$ cat src/sv/dcf_pkg.sv
// ---------------------------------------------------------------------------
// dcf_pkg
// Shared types, constants and BCD helper for the DCF77 time code receiver.
// ---------------------------------------------------------------------------
`default_nettype none

package dcf_pkg;

    localparam int FRAME_BITS = 59;
    localparam int FRAME_W    = FRAME_BITS + 1;
    localparam int CNT_W      = 6;
    localparam int CFG_W      = 16;

    localparam logic [CNT_W-1:0] SEC_WRAP    = 6'd60;
    localparam logic [7:0]       MIN_WRAP    = 8'd60;
    localparam logic [7:0]       HOUR_WRAP   = 8'd24;
    localparam logic [CNT_W-1:0] FRAME_LEN   = 6'd59;
    localparam logic [CNT_W-1:0] FRAME_OVER  = 6'd60;
    localparam logic [11:0]      YEAR_BASE   = 12'd2000;

    localparam logic [CFG_W-1:0] SYNC_GAP_RESET = 16'd1200;
    localparam logic [CFG_W-1:0] SPLIT_RESET    = 16'd140;

    typedef enum logic [0:0] {
        CFG_SYNC_GAP = 1'b0,
        CFG_SPLIT    = 1'b1
    } cfg_index_t;

    typedef struct packed {
        logic [7:0]  minute;
        logic [7:0]  hour;
        logic [5:0]  day;
        logic [4:0]  month;
        logic [11:0] year;
    } date_t;

    typedef struct packed {
        logic        level_echo;
        logic [5:0]  seconds;
        logic [7:0]  minutes;
        logic [7:0]  hours;
        logic [5:0]  day_of_month;
        logic [4:0]  month_number;
        logic [11:0] year_number;
        logic        frame_decoded;
    } result_t;

    // v - (v / 16) * 6, digits not checked
    function automatic logic [7:0] bcd_value(input logic [7:0] v);
        logic [7:0] tens;
        tens = {4'b0, v[7:4]};
        return v - 8'(tens * 8'd6);
    endfunction

endpackage

`default_nettype wire

$ cat src/sv/dcf_frame_decode.sv
// ---------------------------------------------------------------------------
// dcf_frame_decode
// Pulls the BCD date and time fields out of a received frame and converts them.
// ---------------------------------------------------------------------------
`default_nettype none

module dcf_frame_decode (
    input  wire logic [dcf_pkg::FRAME_W-1:0] frame_bits,
    output dcf_pkg::date_t                   date
);
    import dcf_pkg::*;

    logic [7:0] year_bcd;

    assign year_bcd = bcd_value(frame_bits[57:50]);

    always_comb
    begin
        date.minute = bcd_value({1'b0, frame_bits[27:21]});
        date.hour   = bcd_value({2'b0, frame_bits[34:29]});
        date.day    = 6'(bcd_value({2'b0, frame_bits[41:36]}));
        date.month  = 5'(bcd_value({3'b0, frame_bits[49:45]}));
        date.year   = YEAR_BASE + {4'b0, year_bcd};
    end

endmodule

`default_nettype wire

$ cat src/sv/dcf77_time_code_receiver.sv
// ---------------------------------------------------------------------------
// dcf77_time_code_receiver
// Edge detection, pulse timing, running clock and frame decode for DCF77.
// ---------------------------------------------------------------------------
// Usage:
//   in channel  : one receiver level sample with its millisecond timestamp per
//                 transfer (in_valid / in_stall).
//   out channel : one result per input transfer (out_valid / out_stall):
//                 running time, last decoded date, frame_decoded flag.
//   cfg channel : cfg_valid / cfg_ready with cfg_index and cfg_data; index 0 is
//                 the sync gap, index 1 the bit split threshold. Always ready.
//   The result of a transfer is registered in the output register, or in the
//   skid register while the output is held. Throughput is one item per cycle
//   while in_stall is low, set by the single state update at each input transfer.
//   When the receiver stalls, the output register holds its result and one
//   more result is caught in a skid register; in_stall rises only once the
//   skid register is full.
//   Reset clears the clock, frame, date and edge state and loads the default
//   thresholds (1200 ms and 140 ms); no result is pending after reset.
// ---------------------------------------------------------------------------
`default_nettype none

module dcf77_time_code_receiver #(
    parameter int TIME_BITS = 32
) (
    input  wire logic        clk,
    input  wire logic        rst_n,
    input  wire logic        in_valid,
    output logic             in_stall,
    input  wire logic        level,
    input  wire logic [31:0] now_ms,
    output logic             out_valid,
    input  wire logic        out_stall,
    output logic             level_echo,
    output logic [5:0]       seconds,
    output logic [7:0]       minutes,
    output logic [7:0]       hours,
    output logic [5:0]       day_of_month,
    output logic [4:0]       month_number,
    output logic [11:0]      year_number,
    output logic             frame_decoded,
    input  wire logic        cfg_valid,
    output logic             cfg_ready,
    input  wire dcf_pkg::cfg_index_t cfg_index,
    input  wire logic [15:0] cfg_data
);
    import dcf_pkg::*;

    logic [CFG_W-1:0]     sync_gap_reg;
    logic [CFG_W-1:0]     split_reg;

    logic                 last_level_reg, last_level_next;
    logic [TIME_BITS-1:0] last_rise_reg, last_rise_next;
    logic [CNT_W-1:0]     bit_count_reg, bit_count_next;
    logic [FRAME_W-1:0]   frame_reg, frame_next;
    logic [5:0]           sec_reg, sec_next;
    logic [7:0]           min_reg, min_next;
    logic [7:0]           hour_reg, hour_next;
    logic [5:0]           day_reg, day_next;
    logic [4:0]           month_reg, month_next;
    logic [11:0]          year_reg, year_next;

    result_t              out_reg, out_next;
    result_t              skid_reg;
    logic                 out_valid_reg, out_valid_next;
    logic                 skid_valid_reg, skid_valid_next;

    result_t              result;
    date_t                date;
    logic [TIME_BITS-1:0] now_t;
    logic [TIME_BITS-1:0] diff;
    logic                 decoded;
    logic                 in_xfer;
    logic                 out_xfer;
    logic                 data_bit;
    logic [CNT_W-1:0]     count_inc;

    assign cfg_ready = 1'b1;
    assign in_stall  = skid_valid_reg;
    assign in_xfer   = in_valid && !skid_valid_reg;
    assign out_xfer  = out_valid_reg && !out_stall;

    assign now_t     = now_ms[TIME_BITS-1:0];
    assign diff      = now_t - last_rise_reg;
    assign data_bit  = (diff >= TIME_BITS'(split_reg));
    assign count_inc = bit_count_reg + 6'd1;

    dcf_frame_decode u_decode (
        .frame_bits (frame_reg),
        .date       (date)
    );

    // one sample step
    always_comb
    begin
        last_level_next = last_level_reg;
        last_rise_next  = last_rise_reg;
        bit_count_next  = bit_count_reg;
        frame_next      = frame_reg;
        sec_next        = sec_reg;
        min_next        = min_reg;
        hour_next       = hour_reg;
        day_next        = day_reg;
        month_next      = month_reg;
        year_next       = year_reg;
        decoded         = 1'b0;

        if (level != last_level_reg)
        begin
            last_level_next = level;
            if (level)
            begin
                // rising edge: advance the running clock
                sec_next = sec_reg + 6'd1;
                if (sec_next == SEC_WRAP)
                begin
                    sec_next = '0;
                    min_next = min_reg + 8'd1;
                    if (min_next == MIN_WRAP)
                    begin
                        min_next  = '0;
                        hour_next = hour_reg + 8'd1;
                        if (hour_next == HOUR_WRAP)
                        begin
                            hour_next = '0;
                        end
                    end
                end
                if (diff > TIME_BITS'(sync_gap_reg))
                begin
                    if (bit_count_reg == FRAME_LEN)
                    begin
                        decoded    = 1'b1;
                        min_next   = date.minute;
                        hour_next  = date.hour;
                        day_next   = date.day;
                        month_next = date.month;
                        year_next  = date.year;
                    end
                    sec_next       = '0;
                    bit_count_next = '0;
                    frame_next     = '0;
                end
                last_rise_next = now_t;
            end
            else
            begin
                // falling edge: shift in one bit
                frame_next     = frame_reg | (FRAME_W'(data_bit) << bit_count_reg);
                bit_count_next = count_inc;
                if (count_inc == FRAME_OVER)
                begin
                    sec_next       = '0;
                    bit_count_next = '0;
                    frame_next     = '0;
                end
            end
        end
    end

    always_comb
    begin
        result.level_echo    = level;
        result.seconds       = sec_next;
        result.minutes       = min_next;
        result.hours         = hour_next;
        result.day_of_month  = day_next;
        result.month_number  = month_next;
        result.year_number   = year_next;
        result.frame_decoded = decoded;
    end

    // output register with one skid entry
    always_comb
    begin
        out_next        = out_reg;
        out_valid_next  = out_valid_reg;
        skid_valid_next = skid_valid_reg;
        if (!out_valid_reg || out_xfer)
        begin
            if (skid_valid_reg)
            begin
                out_next        = skid_reg;
                out_valid_next  = 1'b1;
                skid_valid_next = 1'b0;
            end
            else
            begin
                out_next       = result;
                out_valid_next = in_xfer;
            end
        end
        else if (in_xfer)
        begin
            skid_valid_next = 1'b1;
        end
    end

    always_ff @(posedge clk or negedge rst_n)
    begin
        if (!rst_n)
        begin
            sync_gap_reg <= SYNC_GAP_RESET;
            split_reg    <= SPLIT_RESET;
        end
        else if (cfg_valid && cfg_ready)
        begin
            unique case (cfg_index)
                CFG_SYNC_GAP: sync_gap_reg <= cfg_data;
                CFG_SPLIT:    split_reg    <= cfg_data;
                default:      sync_gap_reg <= sync_gap_reg;
            endcase
        end
    end

    always_ff @(posedge clk or negedge rst_n)
    begin
        if (!rst_n)
        begin
            last_level_reg <= 1'b0;
            last_rise_reg  <= '0;
            bit_count_reg  <= '0;
            frame_reg      <= '0;
            sec_reg        <= '0;
            min_reg        <= '0;
            hour_reg       <= '0;
            day_reg        <= '0;
            month_reg      <= '0;
            year_reg       <= '0;
        end
        else if (in_xfer)
        begin
            last_level_reg <= last_level_next;
            last_rise_reg  <= last_rise_next;
            bit_count_reg  <= bit_count_next;
            frame_reg      <= frame_next;
            sec_reg        <= sec_next;
            min_reg        <= min_next;
            hour_reg       <= hour_next;
            day_reg        <= day_next;
            month_reg      <= month_next;
            year_reg       <= year_next;
        end
    end

    always_ff @(posedge clk or negedge rst_n)
    begin
        if (!rst_n)
        begin
            out_valid_reg  <= 1'b0;
            skid_valid_reg <= 1'b0;
        end
        else
        begin
            out_valid_reg  <= out_valid_next;
            skid_valid_reg <= skid_valid_next;
        end
    end

    always_ff @(posedge clk)
    begin
        out_reg <= out_next;
        if (in_xfer && !skid_valid_reg && out_valid_reg && !out_xfer)
        begin
            skid_reg <= result;
        end
    end

    assign out_valid     = out_valid_reg;
    assign level_echo    = out_reg.level_echo;
    assign seconds       = out_reg.seconds;
    assign minutes       = out_reg.minutes;
    assign hours         = out_reg.hours;
    assign day_of_month  = out_reg.day_of_month;
    assign month_number  = out_reg.month_number;
    assign year_number   = out_reg.year_number;
    assign frame_decoded = out_reg.frame_decoded;

endmodule

`default_nettype wire

$ cat config.mk
export PLATFORM = sky130hd
export DESIGN_NAME = dcf77_time_code_receiver
export DESIGN_NICKNAME = d
export VERILOG_FILES = /design/src/sv/dcf_pkg.sv /design/src/sv/dcf_frame_decode.sv /design/src/sv/dcf77_time_code_receiver.sv
export SDC_FILE = /design/constraint.sdc
export NUM_CORES = 1
export LEC_CHECK = 0
export BUFFER_PORTS_ARGS = -buffer_cell sky130_fd_sc_hd__buf_2
export CORE_MARGIN = 2
export CORE_UTILIZATION = 60
export CTS_CLUSTER_SIZE = 24
export DETAILED_ROUTE_END_ITERATION = 6
export GPL_TIMING_DRIVEN = 1
export PLACE_DENSITY = 0.9
export SETUP_SLACK_MARGIN = 0.05
export SYNTH_ARGS = -nofsm -noshare
export SYNTH_HDL_FRONTEND = slang
export SYNTH_HIERARCHICAL = 1
export SYNTH_SLANG_ARGS = --single-unit
$ cat constraint.sdc
create_clock -name clk -period 12.5 [get_ports clk]
set_input_delay 2.5 -clock clk [delete_from_list [all_inputs] [get_ports clk]]
set_output_delay 2.5 -clock clk [all_outputs]
set_load 0.005 [all_outputs]
* Word level (Yosys, flattened, before mapping) *
Index checks and enable logic that the tools add are counted.
W data, S select, Z words.

storage, ports and cells
  bits in registers = 272
  input bits = 55
  RAM bits = 0
  bits in latches = 0
  memories = 0
  ROM bits = 0
  word-level logic and storage cells = 118

cells by class
  muxes and demuxes = 44
  add/subtract/negate cells = 11
  shift operators = 1
  reduce and logical (&&, ||, !) cells = 16
  div/mod/pow operators = 0
  equal/unequal tests = 7
  $lt $le $gt $ge = 2
  bitwise logic cells = 2
  $mul = 5

operator list
  cell                     number
  $mux W60                 3
  $mux W8                  13
  $mux W6                  12
  $or A60 B60 Y60          1
  $shl A1 B6 Y60           1
  $mux W12                 4
  $mux W47                 1
  $ge A32 B16 Y1           1
  $gt A32 B16 Y1           1
  $sub A32 B32 Y32         1
  $mux W5                  4
  $eq A6 B6 Y1 const B     3
  $add A8 B1 Y8 const B    2
  $add A11 B8 Y12 const A  1
  $add A6 B1 Y6 const B    2
  $eq A8 B5 Y1 const B     1
  $eq A8 B6 Y1 const B     1
  $mul A2 B2 Y4 const B    2
  $sub A7 B6 Y8            1
  $sub A8 B7 Y8            1
  $mux W1                  7
  $sub A6 B5 Y7            1
  $mul A4 B2 Y6 const B    1
  $reduce_and A2 Y1        3
  12 further kinds         20

* Logic depth before layout (Yosys ltp) *
Gate-level depths: netlist of the first run.

  depth after elaboration = 10
  depth in mapped cells = 23
  gate-level depth less buffers = 20

* Hierarchy *
Netlist of the first run, hierarchy kept.

by module, submodules not included
  module                    area each (µm²)  sequential area each (µm²)  cells an instance  instances
  dcf77_time_code_receiver  14996.9          7285.7                      1450               1
  dcf_frame_decode          1252.5           0.0                         154                1

* Worst setup path before layout of the first run *
OpenSTA, ideal clock, no wires.

  kind = input-to-reg
  start = in now_ms[0]
  end = reg out_reg, in the netlist day_of_month[1], data pin
  library setup time = 0.260 ns
  data arrival time = 6.923 ns
  buffers on the path = 1
  stages on the path = 20
  setup slack = 5.317 ns
  data required time = 12.240 ns
  path through = inv_1 -> ha_1 -> fa_1 -> nand2b_1 -> a21oi_1 -> o211ai_1 -> a211o_1 -> nor2b_1 -> xnor2_1 -> ha_1 -> and4_1 -> a221oi_1 -> o31ai_1 -> o31a_1 -> or4_4 -> nor4b_4 -> nor3_2 -> buf_6 -> mux2_4 -> mux2_2

on the way
  cells in the longest elaborated chain, start to end = 6

RTL lines
  element                RTL line                         RTL
  start, declared        dcf77_time_code_receiver.sv:31   input wire logic [31:0] now_ms,
  $sub A32 B32 Y32       dcf77_time_code_receiver.sv:84   assign diff = now_t - last_rise_reg;
  $gt A32 B16 Y1         dcf77_time_code_receiver.sv:129  if (diff > TIME_BITS'(sync_gap_reg))
  $mux W6                dcf77_time_code_receiver.sv:129
  $mux W6                dcf77_time_code_receiver.sv:111  if (level)
  $mux W6                dcf77_time_code_receiver.sv:108  if (level != last_level_reg)
  named net day_next[1]  dcf77_time_code_receiver.sv:59   logic [5:0] day_reg, day_next;
  $mux W47               dcf77_time_code_receiver.sv:181  if (skid_valid_reg)
  end signal, assigned   dcf77_time_code_receiver.sv:262  out_reg <= out_next;
  end, declared          dcf77_time_code_receiver.sv:63   result_t out_reg, out_next;

The timed path passes the listed nets, and every way through them passes these cells.
A chain may end at the register's enable or synchronous reset.

* Worst setup path in the final report of the first run *
  start = in now_ms[0]
  end = reg day_reg[2]

on the way
  cells in the longest elaborated chain, start to end = 5

RTL lines
  element               RTL line                         RTL
  $sub A32 B32 Y32      dcf77_time_code_receiver.sv:84
  $gt A32 B16 Y1        dcf77_time_code_receiver.sv:129
  $mux W6               dcf77_time_code_receiver.sv:129
  $mux W6               dcf77_time_code_receiver.sv:111
  $mux W6               dcf77_time_code_receiver.sv:108
  end signal, assigned  dcf77_time_code_receiver.sv:240  day_reg <= day_next;
  end, declared         dcf77_time_code_receiver.sv:59

Every way passes these cells.

==> summary.md, run 1 <==
| Metric | Value |
|---|---|
| Status | complete, but fails checks |
| Failing checks | DRC |
| Clk_skew | 0.01126 ns |
| NetSw | 0.7798 mW |
| Tmin final | roughly 7.6 ns |
| Core Region | 25040 um^2 |
| VDD IR max | between 100 and 150 uV |
| Root buffer cell | clkbuf_16 |
| Final setup viols | 0 |
| Pins Over Slew Limit | 0 |
| CP Launch Type | primary input |
| Syn_nets | between 1500 and 2000 |
| Antenna-violating nets left | 0 |
| Drt via density | roughly 6.2 |
| DP HPWL | around 25000 um |
| Residual DRC count | 2 |
| PortBufs | around 100 |
| Hold Path Class | flop to flop |
| Io pins | about 110 |
| CP max FO | 26 |
| Met2 GRT Util | a little under half |
| Maximum root-to-sink buffer count | 3 |
| WL final | about 36000 um |
| Starting density of the core | between 60 and 70% |
| Routed wire per std cell | ~19 um |
| Grt peak-use layer | met2 |
| CTS sink count | around 240 |
| Synthesized area | 15210 um^2 |
| DIE AREA | between 20000 and 30000 um^2 |
| Headroom to the max-slew limit | between 10% and 20% |
| Antenna diode count | 0 |
| Leak | approximately 7.2 nW |
| Setup TNS | 0 ns |
| Global Route Usage Sum | between 20% and 30% |
| WP data required | between 10 and 15 ns |
| Crit path DAT | 8.04 ns |
| RSZ-0062 raised after global routing | false |
| First-pass DRT Iterations | 7 |
| Type of the worst setup path | primary input to flop |
| Initial antenna violation count | 1 |
| Vias in the first global route | around 12000 |
| Pint | ~1.6 mW |
| Clock transition at path regs | roughly 0.060 ns |
| Least-Margin Pin Slew | 1.222 ns |
| Final period util | 60.99% |
| Routed vias | ~12000 |
| Grt ovf | 0 |
| DIE WIDTH | between 150 and 200 um |
| # hold bufs at CTS | 0 |
| Die Span Y | ~160 um |
| CTS Buf Count | 26 |
| Largest net degree at the start of global routing | 93 |
| Layout cells sized above 1 | between 10% and 20% |
| First-pass GRT wire length | approximately 59000 um |
| Max FFs per register | 47 |
| Post-CTS Setup Inserts | 0 |
| Area growth syn-to-layout | 9.292% |
| CTS tree | built |
| H-tree levels | 1 |
| Post-CTS sizing | 0 |
| FMAX | ~130 MHz |
| Fillers | 1813 |
| RD Place Congestion | around 0.9 |
| NumNets Final | ~1700 |
| Max_cap viols | 0 |
| Reg power frac | roughly two fifths |
| Syn avg cell area | between 10 and 15 um^2 |
| Switch share | roughly a third |
| Final Hold Viols | 0 |
| Critical Path Sink Type | flop |
| Power per standard cell area | around 150 nW/um^2 |
| Clock share of power | about 33% |
| Tot Pwr | roughly 2.4 mW |
| Logic pwr share | 28.9% |
| Skew-Pair Late Insertion Delay | 0.53 ns |
| Initial DRC count | 1009 |
| Total number of yosys warnings | 6 |
| Mapped Cells | about 1500 |
| # rows | 58 |
| Met3 GRT Util | 4.114% |
| Global routing usage on met1 | between 30% and 40% |
area by class of cell:
type	count	area (um^2)	area share [%]
multi-input cells	1069	7739	46.54
flip-flops and latches	244	6586	39.61
clock buffers	39	730.7	4.394
repair buffers	113	596.8	3.589
inverters	116	435.4	2.619
well taps	330	412.9	2.483
clock inverters	9	127.6	0.7675
per-layer routing:
layer / vias to the layer above / wire (um)
li1: 5522 / -
met1: 5898 / 14740
met2: 483 / 17410
met3: 89 / 2532
met4: 0 / 1059
met5: - / 0
cell usage in the layout, fill, tap and decap left out, drive strengths merged, types with 83 or more instances in the layout:
master / n
nand2: 152
dfrtp: 143
o21ai: 128
inv: 116
buf: 113
ha: 103
nor2: 100
mux2: 95
edfxtp: 94
a21oi: 83
worst max-delay path, cell delays in order:
cell,delay (ns)
buf_2,0.09
inv_1,0.04
ha_1,0.22
fa_1,0.41
nand2b_1,0.18
a21oi_1,0.28
o211ai_1,0.18
a211o_1,0.39
nor2b_1,0.17
xnor2_1,0.20
ha_1,0.26
and4_1,0.18
a221oi_1,0.31
o31ai_1,0.12
o31a_1,0.14
or4_4,0.45
or4b_1,0.83
nand2_8,0.33
nor3_4,0.07
buf_4,0.28
mux2_4,0.36
power groups by stage:
stage	registers [mW]	clock network, mW	logic, mW
2_1_floorplan	0.940	0	0.508
3_3_place_gp	0.946	0	0.658
3_5_place_dp	0.950	0	0.678
4_1_cts	0.935	0.795	0.689
5_1_grt	0.941	0.827	0.776
6_report	0.935	0.787	0.698
stage by stage:
step	worst slack (ns)	instance area, um^2	cells	hold WS (ns)	util [%]
global placement	4.488	15770	1872	0.4788	62.99
floorplan	5.317	15210	1514	0.4538	-
global route	4.640	16630	1920	0.5207	66.42
detailed placement	4.383	15770	1872	0.4874	62.99
CTS	4.930	16630	1920	0.5023	66.42
finish	4.876	16630	1920	0.5038	66.42
path summary, 6_finish.rpt:
path | startpoint | endpoint | slack, ns | depth (start not counted)
setup / recovery | now_ms[0] | day_reg[2] | 4.88 | 21
hold / removal | sync_gap_reg[4] | sync_gap_reg[4] | 0.50 | 2
setup reg to reg | last_rise_reg[0] | day_reg[2] | 6.59 | 19
hold reg to reg | sync_gap_reg[4] | sync_gap_reg[4] | 0.50 | 2
max in group asynchronous | rst_n | in_stall | 9.04 | 2
min in group asynchronous | rst_n | split_reg[11] | 2.03 | 1
Power figures use the tool's default switching activity.
==> run 2: changes to the inputs <==
- clock period: 12.5 -> 7.3 ns (I/O delays scaled with it)
==> run 2 against run 1 <==
Against the previous run:
- the flow now finishes without violations
- routed wire length grew 1.4%
- first-iteration DRC count up 12%
- critical path depth unchanged
- combinational power increased by 72%
- design area decreased by 0.11%
- register-to-register slack got worse by 5.0 ns
- cell count is 0.10% higher
- non-clock buffer count grew 2
- clock power grew 63%
- largest power group unchanged
==> summary.md, run 2 (synthesis gave the netlist of run 1 again) <==
| Metric | Value |
|---|---|
| Layout cells sized above 1 | 18.34% (+0.17 points) |
| PortBufs | 103 (unchanged) |
| Max FFs per register | 47 (unchanged) |
| Clk_skew | 0.03290 ns (+0.02164 ns) |
| Die Span Y | 163.2 um (unchanged) |
| CTS tree | built |
| Starting density of the core | 60.77% (unchanged) |
| Post-CTS Setup Inserts | 0 (unchanged) |
| CTS sink count | 244 (unchanged) |
| Logic pwr share | 29.5% (+0.6 points) |
| First-pass DRT Iterations | 6 (-1) |
| Power per standard cell area | 245.8 nW/um^2 (+69%) |
| Initial DRC count | 1133 (+12%) |
| VDD IR max | 200.2 uV (+39%) |
| Reg power frac | 39.2% (+0.6 points) |
| R2r endpoint | year_reg[4] |
| Metal3 WL | 2277 um (-10%) |
| RD Place Congestion | 0.9698 (+4.6%) |
| CTS Buf Count | 26 (unchanged) |
| Timing endpoint of the critical path | year_reg[4] |
| # rows | 58 (unchanged) |
| Worst R2R Path Depth | 19 (unchanged) |
| Met2 wire len | 17760 um (+2.0%) |
| WL final | 36230 um (+1.4%) |
| Type of the worst setup path | primary input to flop |
| Post-CTS sizing | 0 (unchanged) |
| Skew-Pair Late Insertion Delay | 0.55 ns (+0.02 ns) |
| Critical Path Start | now_ms[0] |
| Residual DRC count | 0 (-2) |
| DIE WIDTH | 163.2 um (unchanged) |
| Flop-to-flop setup slack | 1.56 ns (-5.03 ns) |
| NumNets Final | 1738 (+0.12%) |
| Vias in the first global route | 11750 (-0.99%) |
| Final period util | between 80 and 90% |
| Hold Path Class | flop to flop |
| Setup TNS | 0 ns (unchanged) |
| Grt ovf | 0 (unchanged) |
| Headroom to the max-slew limit | 15.31% (-2.8 points) |
| Clock share of power | 31.3% (-1.2 points) |
| Global Route Usage Sum | 27.45% (+0.45 points) |
| CP Launch Type | primary input |
| Leak | 7.206 nW (about the same) |
| Hold depth | 1 (-1) |
| Routed vias | 11850 (-1.2%) |
| CP max stage delay | 0.66 ns (-0.17 ns) |
| Slowest cell on the critical path | or4b_1 |
| FMAX | approximately 160 MHz |
| Least-Margin Pin Slew | 1.265 ns (+0.04224 ns) |
| WL met1 | 15140 um (+2.7%) |
| Status | finished clean |
| Fin util | 66.34% (-0.075 points) |
| RSZ-0062 raised after global routing | false |
| Maximum root-to-sink buffer count | 3 (unchanged) |
| Most frequent cells in the layout | 149 x nand2_1, 142 x dfrtp_1, 122 x o21ai_0 |
| Clock transition at path regs | 0.06 ns (about the same) |
| NetSw | 1.337 mW (+71%) |
| Pins Over Slew Limit | 0 (unchanged) |
| Crit-path most repeated cell | ha_1 |
| Routed wire per std cell | 18.85 um (+1.3%) |
| Most common cell after layout, fill and taps aside | nand2_1 |
| Area growth syn-to-layout | 9.170% |
| Root buffer cell | clkbuf_16 |
| Initial antenna violation count | 0 (-1) |
| Drt via density | 6.165 (-1.3%) |
| H-tree levels | 1 (unchanged) |
| Max layer used | met4 |
| DIE AREA | 26650 um^2 (unchanged) |
| # hold bufs at CTS | 0 (unchanged) |
| Hold Crit Start | split_reg[5] |
| Critical Path Sink Type | flop |
| Worst-path cell chain | buf_2 > inv_1 > ha_1 > fa_1 > nand2b_1 > a21oi_1 > o211ai_1 > a211o_1 > nor2b_1 > xnor2_1 > ha_1 > and4_1 > a221oi_1 > o31ai_1 > o31a_1 > or4_4 > or4b_1 > nand2_8 > nor3_4 > buf_4 > mux2_4 |
| Tmin final | about 6.4 ns |
| WP data required | 7.72 ns (-5.20 ns) |
| Largest net degree at the start of global routing | 90 (-3.2%) |
| CP max FO | 26 (unchanged) |
| Antenna diode count | 0 (unchanged) |
| Crit path DAT | 6.85 ns (-1.19 ns) |
| Pint | 2.745 mW (+67%) |
| Final setup viols | 0 (unchanged) |
| Switch share | 32.75% (+0.53 points) |
| Core Region | 25040 um^2 (unchanged) |
| Final Hold Viols | 0 (unchanged) |
| Antenna-violating nets left | 0 (unchanged) |
| First-pass GRT wire length | 59280 um (+1.3%) |
| Io pins | 105 (unchanged) |
| Worst r2r src | last_rise_reg[0] |
| Max_cap viols | 0 (unchanged) |
| DP HPWL | 25020 um (about the same) |
run 2: cell count changes in the layout (fill, tap and decap cells not counted):
cell / delta
clkbuf_1: -4
clkbuf_8: +3
clkinv_1: +3
buf_4: +2
bufinv_16: -2
clkbuf_16: -1
clkinv_2: +1
clkinv_4: -1
clkinv_8: +1
clkinvlp_4: -1
inv_6: +1
run 2: worst min-delay path by stage:
stage	endpoint	slack, ns
floorplan	last_rise_reg[0]	0.45
global placement	frame_reg[22]	0.48
detailed placement	frame_reg[30]	0.49
CTS	frame_reg[30]	0.51
global route	day_reg[0]	0.53
finish	split_reg[5]	0.50
run 2: final cells by class:
class	instances	area [um^2]
Inverter	116	435.4
Timing Repair Buffer	115	611.8
Sequential cell	244	6586
Tap cell	330	412.9
Multi-Input combinational cell	1069	7739
Fill cell	1835	8427
Clock buffer	37	732.0
Clock inverter	11	92.59
run 2: through the flow:
step                      instances  setup slack, ns  hold slack (ns)  instance area [um^2]  power [mW]
after floorplan                1514            1.157           0.4538                 15210       2.480
final                          1922           0.8629           0.5039                 16610       4.082
after CTS                      1922           0.9290           0.5067                 16610       4.072
after global placement         1874           0.5224           0.4775                 15790       2.739
after detailed placement       1874           0.4094           0.4918                 15790       2.788
after global routing           1922           0.6024           0.5278                 16610       4.284
run 2: critical path, delay by kind of cell:
family,cells,cell delay (ns)
buf+inv,3,0.43
xor+xnor,1,0.23
fa+ha+maj,3,0.89
simple gates,7,1.98
compound gates,6,1.48
mux,1,0.35
run 2: power by group through the flow:
stage          combinational (mW)  clock, mW  sequential [mW]
2_1_floorplan               0.870          0             1.61
3_3_place_gp                 1.12          0             1.62
3_5_place_dp                 1.16          0             1.63
4_1_cts                      1.18       1.29             1.60
5_1_grt                      1.33       1.34             1.61
6_report                     1.20       1.28             1.60
run 2: per-layer routing:
| metal | vias up | track usage, % |
|---|---|---|
| met1 | 5750 | 36.96 |
| met3 | 100 | 3.149 |
| li1 | 5527 | - |
| met4 | 0 | 8.648 |
| met5 | - | 0 |
| met2 | 473 | 46.66 |
